### src/rtl/core/perlin_gradient_noise_3d_top_defines.svh
// ----------------------------------------------------------------------------
// perlin_gradient_noise_3d_top_defines
// assertion macros used by the noise core
// ----------------------------------------------------------------------------
`ifndef PERLIN_GRADIENT_NOISE_3D_TOP_DEFINES_SVH
`define PERLIN_GRADIENT_NOISE_3D_TOP_DEFINES_SVH
`ifndef NO_ASSERTIONS
`define PGN3_ASSERT_IMPLY(label, a, b) \
  label: assert property (@(posedge clk) disable iff (!rst_n) (a) |-> (b)) \
    else $error("assertion failed");
`define PGN3_ASSERT_NEXT(label, a, b) \
  label: assert property (@(posedge clk) disable iff (!rst_n) (a) |=> (b)) \
    else $error("assertion failed");
`else
`define PGN3_ASSERT_IMPLY(label, a, b)
`define PGN3_ASSERT_NEXT(label, a, b)
`endif
`endif

### src/rtl/core/pgn3_pkg.sv
// ----------------------------------------------------------------------------
// pgn3_pkg
// shared types and constants of the gradient noise core
// ----------------------------------------------------------------------------
package pgn3_pkg;

  localparam int TABLE_BITS_DEF  = 8;
  localparam int FRAC_BITS_DEF   = 16;
  localparam int MAX_OCTAVES_DEF = 8;
  localparam int QUEUE_DEPTH     = 4;
  localparam int QPTR_W          = 2;
  localparam logic [3:0] OCT_RESET = 4'd7;

  typedef enum logic [1:0] {
    MODE_LOAD_PERM = 2'd0,
    MODE_LOAD_GRAD = 2'd1,
    MODE_NOISE     = 2'd2,
    MODE_TURB      = 2'd3
  } mode_t;

  localparam logic [1:0] AXIS_X = 2'd0;
  localparam logic [1:0] AXIS_Y = 2'd1;
  localparam logic [1:0] AXIS_Z = 2'd2;

  typedef struct packed {
    mode_t              mode;
    logic [1:0]         axis_select;
    logic [7:0]         entry_index;
    logic [7:0]         perm_value;
    logic signed [15:0] grad_x;
    logic signed [15:0] grad_y;
    logic signed [15:0] grad_z;
    logic [31:0]        pos_x;
    logic [31:0]        pos_y;
    logic [31:0]        pos_z;
    logic [3:0]         last_oct;
  } item_t;

  typedef struct packed {
    logic       v;
    logic       last_corner;
    logic       last_oct;
    logic       turb;
    logic [3:0] oct;
  } tag_t;

endpackage

### src/rtl/core/pgn3_queue.sv
// ----------------------------------------------------------------------------
// pgn3_queue
// small fifo between the front and the noise engine
// ----------------------------------------------------------------------------
module pgn3_queue (
  input  logic            clk,
  input  logic            rst_n,
  input  logic            push,
  input  pgn3_pkg::item_t push_item,
  output logic            full,
  input  logic            pop,
  output logic            empty,
  output pgn3_pkg::item_t head
);

  pgn3_pkg::item_t                mem_r [pgn3_pkg::QUEUE_DEPTH];
  logic [pgn3_pkg::QPTR_W-1:0]    wptr_r;
  logic [pgn3_pkg::QPTR_W-1:0]    rptr_r;
  logic [pgn3_pkg::QPTR_W:0]      cnt_r;

  assign full  = (cnt_r == (pgn3_pkg::QPTR_W+1)'(pgn3_pkg::QUEUE_DEPTH));
  assign empty = (cnt_r == '0);
  assign head  = mem_r[rptr_r];

  always_ff @(posedge clk) begin
    if (push) begin
      mem_r[wptr_r] <= push_item;
    end
  end

  always_ff @(posedge clk) begin
    if (!rst_n) begin
      wptr_r <= '0;
      rptr_r <= '0;
      cnt_r  <= '0;
    end else begin
      if (push) begin
        wptr_r <= wptr_r + 1'b1;
      end
      if (pop) begin
        rptr_r <= rptr_r + 1'b1;
      end
      case ({push, pop})
        2'b10:   cnt_r <= cnt_r + 1'b1;
        2'b01:   cnt_r <= cnt_r - 1'b1;
        default: cnt_r <= cnt_r;
      endcase
    end
  end

endmodule

### config.mk
export PLATFORM = sky130hd
export DESIGN_NAME = pgn3_queue
export DESIGN_NICKNAME = d
export VERILOG_FILES = /design/src/rtl/core/perlin_gradient_noise_3d_top_defines.svh /design/src/rtl/core/pgn3_pkg.sv /design/src/rtl/core/pgn3_queue.sv
export SDC_FILE = /design/constraint.sdc
export NUM_CORES = 1
export LEC_CHECK = 0
export ABC_AREA = 1
export BUFFER_PORTS_ARGS = -buffer_cell sky130_fd_sc_hd__clkbuf_2
export CORE_ASPECT_RATIO = 1.25
export CORE_MARGIN = 4
export CORE_UTILIZATION = 46
export DETAILED_ROUTE_END_ITERATION = 16
export PLACE_DENSITY = 0.76
export SKIP_CTS_REPAIR_TIMING = 1
export SLEW_MARGIN = 0
export SYNTH_ARGS = -nofsm -noshare
export SYNTH_HDL_FRONTEND = slang
export SYNTH_SLANG_ARGS = --single-unit
### constraint.sdc
create_clock -name clk -period 4.85 [get_ports clk]
set_input_delay 0.485 -clock clk [delete_from_list [all_inputs] [get_ports clk]]
set_output_delay 0.485 -clock clk [all_outputs]
set_load 0.05 [all_outputs]
After elaboration in Yosys (flattened, before gate mapping) --
Memory sizes are Yosys's and may differ from the RTL's. A register that Yosys moved wholly into a read port is not among the register bits. Cells that the tools add are included.
Cells by class: add/sub/neg operators 4, equality and inequality tests 3, multiplexer cells 5, reductions and logical operators 2
Operator list (count):
- $pmux 3 s2 | 1
- $add 2x1->2 const B | 2
- $mux 2 | 2
- $add 3x1->3 const B | 1
- $eq 3x3->1 const B | 1
- $logic_not 3->1 | 1
- $sub 3x1->3 const B | 1
- $eq 2x1->1 const B | 1
- $eq 2x2->1 const B | 1
- $mux 1 | 2
- $reduce_bool 2->1 | 1
Word-level totals: bits in registers 7, RAM bits 672, bits of input ports 172, output and inout port bits 170, logic and storage cells 18, memories 1
Memories:
- mem_r | depth 4, width 168, read ports 1, clocked after memory_dff 1, write ports 1, line pgn3_queue.sv:16 | pgn3_pkg::item_t mem_r [pgn3_pkg::QUEUE_DEPTH];

Depth between registers and ports, before layout --
depth after elaboration 3, depth in mapped cells 10, mapped depth without buffers 10

Worst setup path after synthesis --
Ideal clock, no wire load.
path type register to register, start point reg wptr_r[0] (netlist bit), end point mem mem_r[2][0] (netlist bit), enable pin, setup time 0.520 ns, arrival 3.817 ns, data required time 4.330 ns, path slack 0.513 ns, cell stages (with the launch flop) 5, buffers on the path 0, clock period less this slack 4.337 ns, path through dfxtp_1 -> inv_1 -> ha_1 -> nand2_1 -> inv_1
RTL lines:
- start: declaration | line pgn3_queue.sv:17 | logic [pgn3_pkg::QPTR_W-1:0] wptr_r;
- start signal: assignment | line pgn3_queue.sv:38 | wptr_r <= wptr_r + 1'b1;
- end: declaration | line pgn3_queue.sv:16
No word-level cell before the write port.

==> qor.yml <==
ir_drop_mv: 0.4375
fin_nets: 2170
path_clk_slew_ns: 0.06
leakagePower_uw: 0.01025
setup-tns-final_ns: 0
die_x_microns: 217.2
ant_nets: 0
yosysTopAreaCell: "edfxtp_1"
synthTopCellsByCount: "672 x edfxtp_1, 339 x nor2_1, 336 x o21ai_0"
routed-via-count: 15540
place.gp.congestion: 0.7692
clockBufferDepth: 3
criticalPathCategory: "flop to primary output"
synth-xor-area-share_pct: 0
fin_cells: 2773
drv_cap: 0
grt_antenna_before_repair: 7
grt_pass1_vias: 15760
rr_endpoint: "mem_r[2][111]"
die-area_sq_um: 58550
vias_per_cell: 5.602
outcome: "finished, final reports clean"
first_pass_iters: 5
rrSetupSlack_ns: 2.53
synth_area_leaders: "edfxtp_1 80%, o21ai_0 6.7%, nor2_1 5.1%"
track_usage_pct: 18.96
rr_worst_depth: 5
power_frac_seq_pct: 50.8
use_met2_pct: 32.40
synth-seq-area-share_pct: 80.89
dp_cells: 2657
cpLargestDelayFamily: "buffers and inverters"
relSlewSlack_pct: 25.95
synth_top_family_by_area: "compound AO/OA/AOI/OAI gates"
routedWlPerCell_microns: 20.70
numCtsBuffers: 60
synth_fa_ha_area_share_pct: 0.3281
synth_top_area_share_pct: 80.17
hold_viol: 0
setup_viol: 0
fin_area_sq_um: 29530
yosys_warnings: 0
critPathLaunchType: "flop"
overflow: 0
dpl_cell_area_sq_um: 27500
hold_path_end: "mem_r[2][151]"
required_ns: 4.37
synth_compound_area_share_pct: 11.08
rsz0062_at_grt: "false"
slowest_stage: "inv_4"
route.detailed.drc: 0
synthSimpleGateAreaFrac_pct: 5.274
holdCritPathClass: "input port to flop"
yosysMostFrequentCell: "edfxtp_1"
synth_area_sq_um: 25170
synth_cells: 1681
intPower_uw: 9894
row_count: 95
htree_levels: 2
cp_max_fo: 83
clk_latency_ns: 0.62
switching_power_uw: 3493
min_period_over_period_pct: 74.17
hpwl_microns: 32340
cpPeakStageDelay_ns: 0.62
clkPwrFrac_pct: 36.2
cp.arrival_ns: 3.11
finalCriticalPeriod_ns: 3.597
synth-seq-cells: 681
whs_path_depth: 1
worst_pin_slew_ns: 1.111
met3_usage_pct: 5.045
swShare_pct: 26.09
grt_max_degree: 201
drt-total-wl_microns: 57400
io_pins: 342
holdCritStartpoint: "push_item[151]"
grt_first_pass_wirelength_microns: 87890
synthMuxAreaShare_pct: 0
portBuffers: 341
initial_core_util_pct: 46.64
core_region_area_sq_um: 53960
critPathBufInv: 3
drv_slew: 0
first_iter_violations: 1347
cts_root_buf: "clkbuf_16"
synthArstFlopShare_pct: 0
fmax_mhz: 278.0
synth_edf_count: 672
ys_types: 20
clock-sinks: 681
syn_avg_cell_area_sq_um: 14.97
path_cells: "inv_4, buf_12, o21ai_0, o22ai_1, clkbuf_2"
synth_flop_cell: "edfxtp_1"
pwr-share-comb_pct: 13.0
drive_above_1_share_pct: 22.29
areaGrowthSynthToFinish_pct: 17.33
cellPowerDensity_nw_per_um2: 453.3
grt_util_met1_pct: 23.61
die-height_microns: 269.5
skew_ns: 0.01375
syn-num-nets: 1859
crit_path_end_kind: "primary output"
r2r_start: "wptr_r[0]"
busiest_layer: "met2"
cts_tree: "built"
-- logic make-up (layout without fill, tap and decap cells) --
family / Yosys count / after routing
DFF: 681 / 681
AOI/OAI and AO/OA: 515 / 515
adders and majority gates: 6 / 6
and+or+nand+nor: 352 / 352
other: 0 / 5
buffers and inverters: 127 / 487
-- worst register-to-register path: cells and delay by family, from the launching register on --
family | cells | cell delay, ns
adder cells (fa/ha/maj) | 1 | 0.17
buffers and inverters | 3 | 1.35
flip-flops | 1 | 0.33
AND/OR/NAND/NOR | 1 | 0.10
-- metal layers --
| layer | vias up | part of all wire (%) |
|---|---|---|
| met4 | 8 | 3.0 |
| met3 | 114 | 8.9 |
| li1 | 7017 | - |
| met2 | 619 | 50 |
| met5 | - | 0.075 |
| met1 | 7777 | 38 |
-- registers in the layout, summed over array words and instances, names as in the netlist, named ones only --
register and count:
wptr_r 2, mem_r 672, rptr_r 2, cnt_r 3
-- power by group through the flow --
stage	clock, uW	combinational (uW)	sequential [uW]
global route	5210	1860	6810
global placement	0	1710	6910
finish	4850	1740	6800
detailed placement	0	1750	6920
floorplan	0	1220	6930
CTS	4960	1750	6800
-- how the worst max path moves through the flow --
| stage | cells after the start | start | endpoint | slack [ns] |
|---|---|---|---|---|
| final | 5 | flop | head[28] | 1.25 |
| after global routing | 5 | flop | head[26] | 1.07 |
| after CTS | 5 | flop | head[28] | 1.23 |
| after detailed placement | 5 | flop | head[28] | 1.92 |
| after global placement | 5 | flop | head[26] | 1.94 |
| after floorplan | 4 | wptr_r[0] | mem_r[2][0] | 0.51 |
-- cell type report --
cell class | instances | area (sq um)
diodes | 5 | 12.51
fillers | 4249 | 24430
clock buffers | 73 | 1550
multi-input cells | 873 | 4198
clock inverters | 38 | 470.5
flip-flops and latches | 681 | 20370
inverters | 17 | 93.84
well taps | 727 | 909.6
repair buffers | 359 | 1929
-- per-stage QoR --
stage	util (%)	total power, uW	setup slack, ns	hold slack (ns)
2_1_floorplan	-	8154	0.5128	0.4115
3_5_place_dp	50.96	8670	1.922	0.4313
5_1_grt	54.71	13880	1.071	0.04348
4_1_cts	54.70	13510	1.227	0.02906
3_3_place_gp	50.96	8618	1.939	0.4140
6_report	54.72	13390	1.253	0.08277
-- layout by cell type (no fill, tap or decap), types with 2 or more instances in the layout --
master,instances
o22ai_1,168
edfxtp_1,672
buf_12,7
dfxtp_4,2
nand2_1,9
o21ai_1,6
dfxtp_1,7
clkinv_2,11
nor2_1,339
clkinvlp_4,2
nor3_1,2
buf_4,11
clkinv_1,10
inv_6,6
a21oi_1,5
diode_2,5
clkbuf_2,341
ha_1,5
clkbuf_1,13
bufinv_16,10
o21ai_0,336
clkbuf_16,60
inv_1,11
No activity file was read; power rests on OpenSTA's default activity.
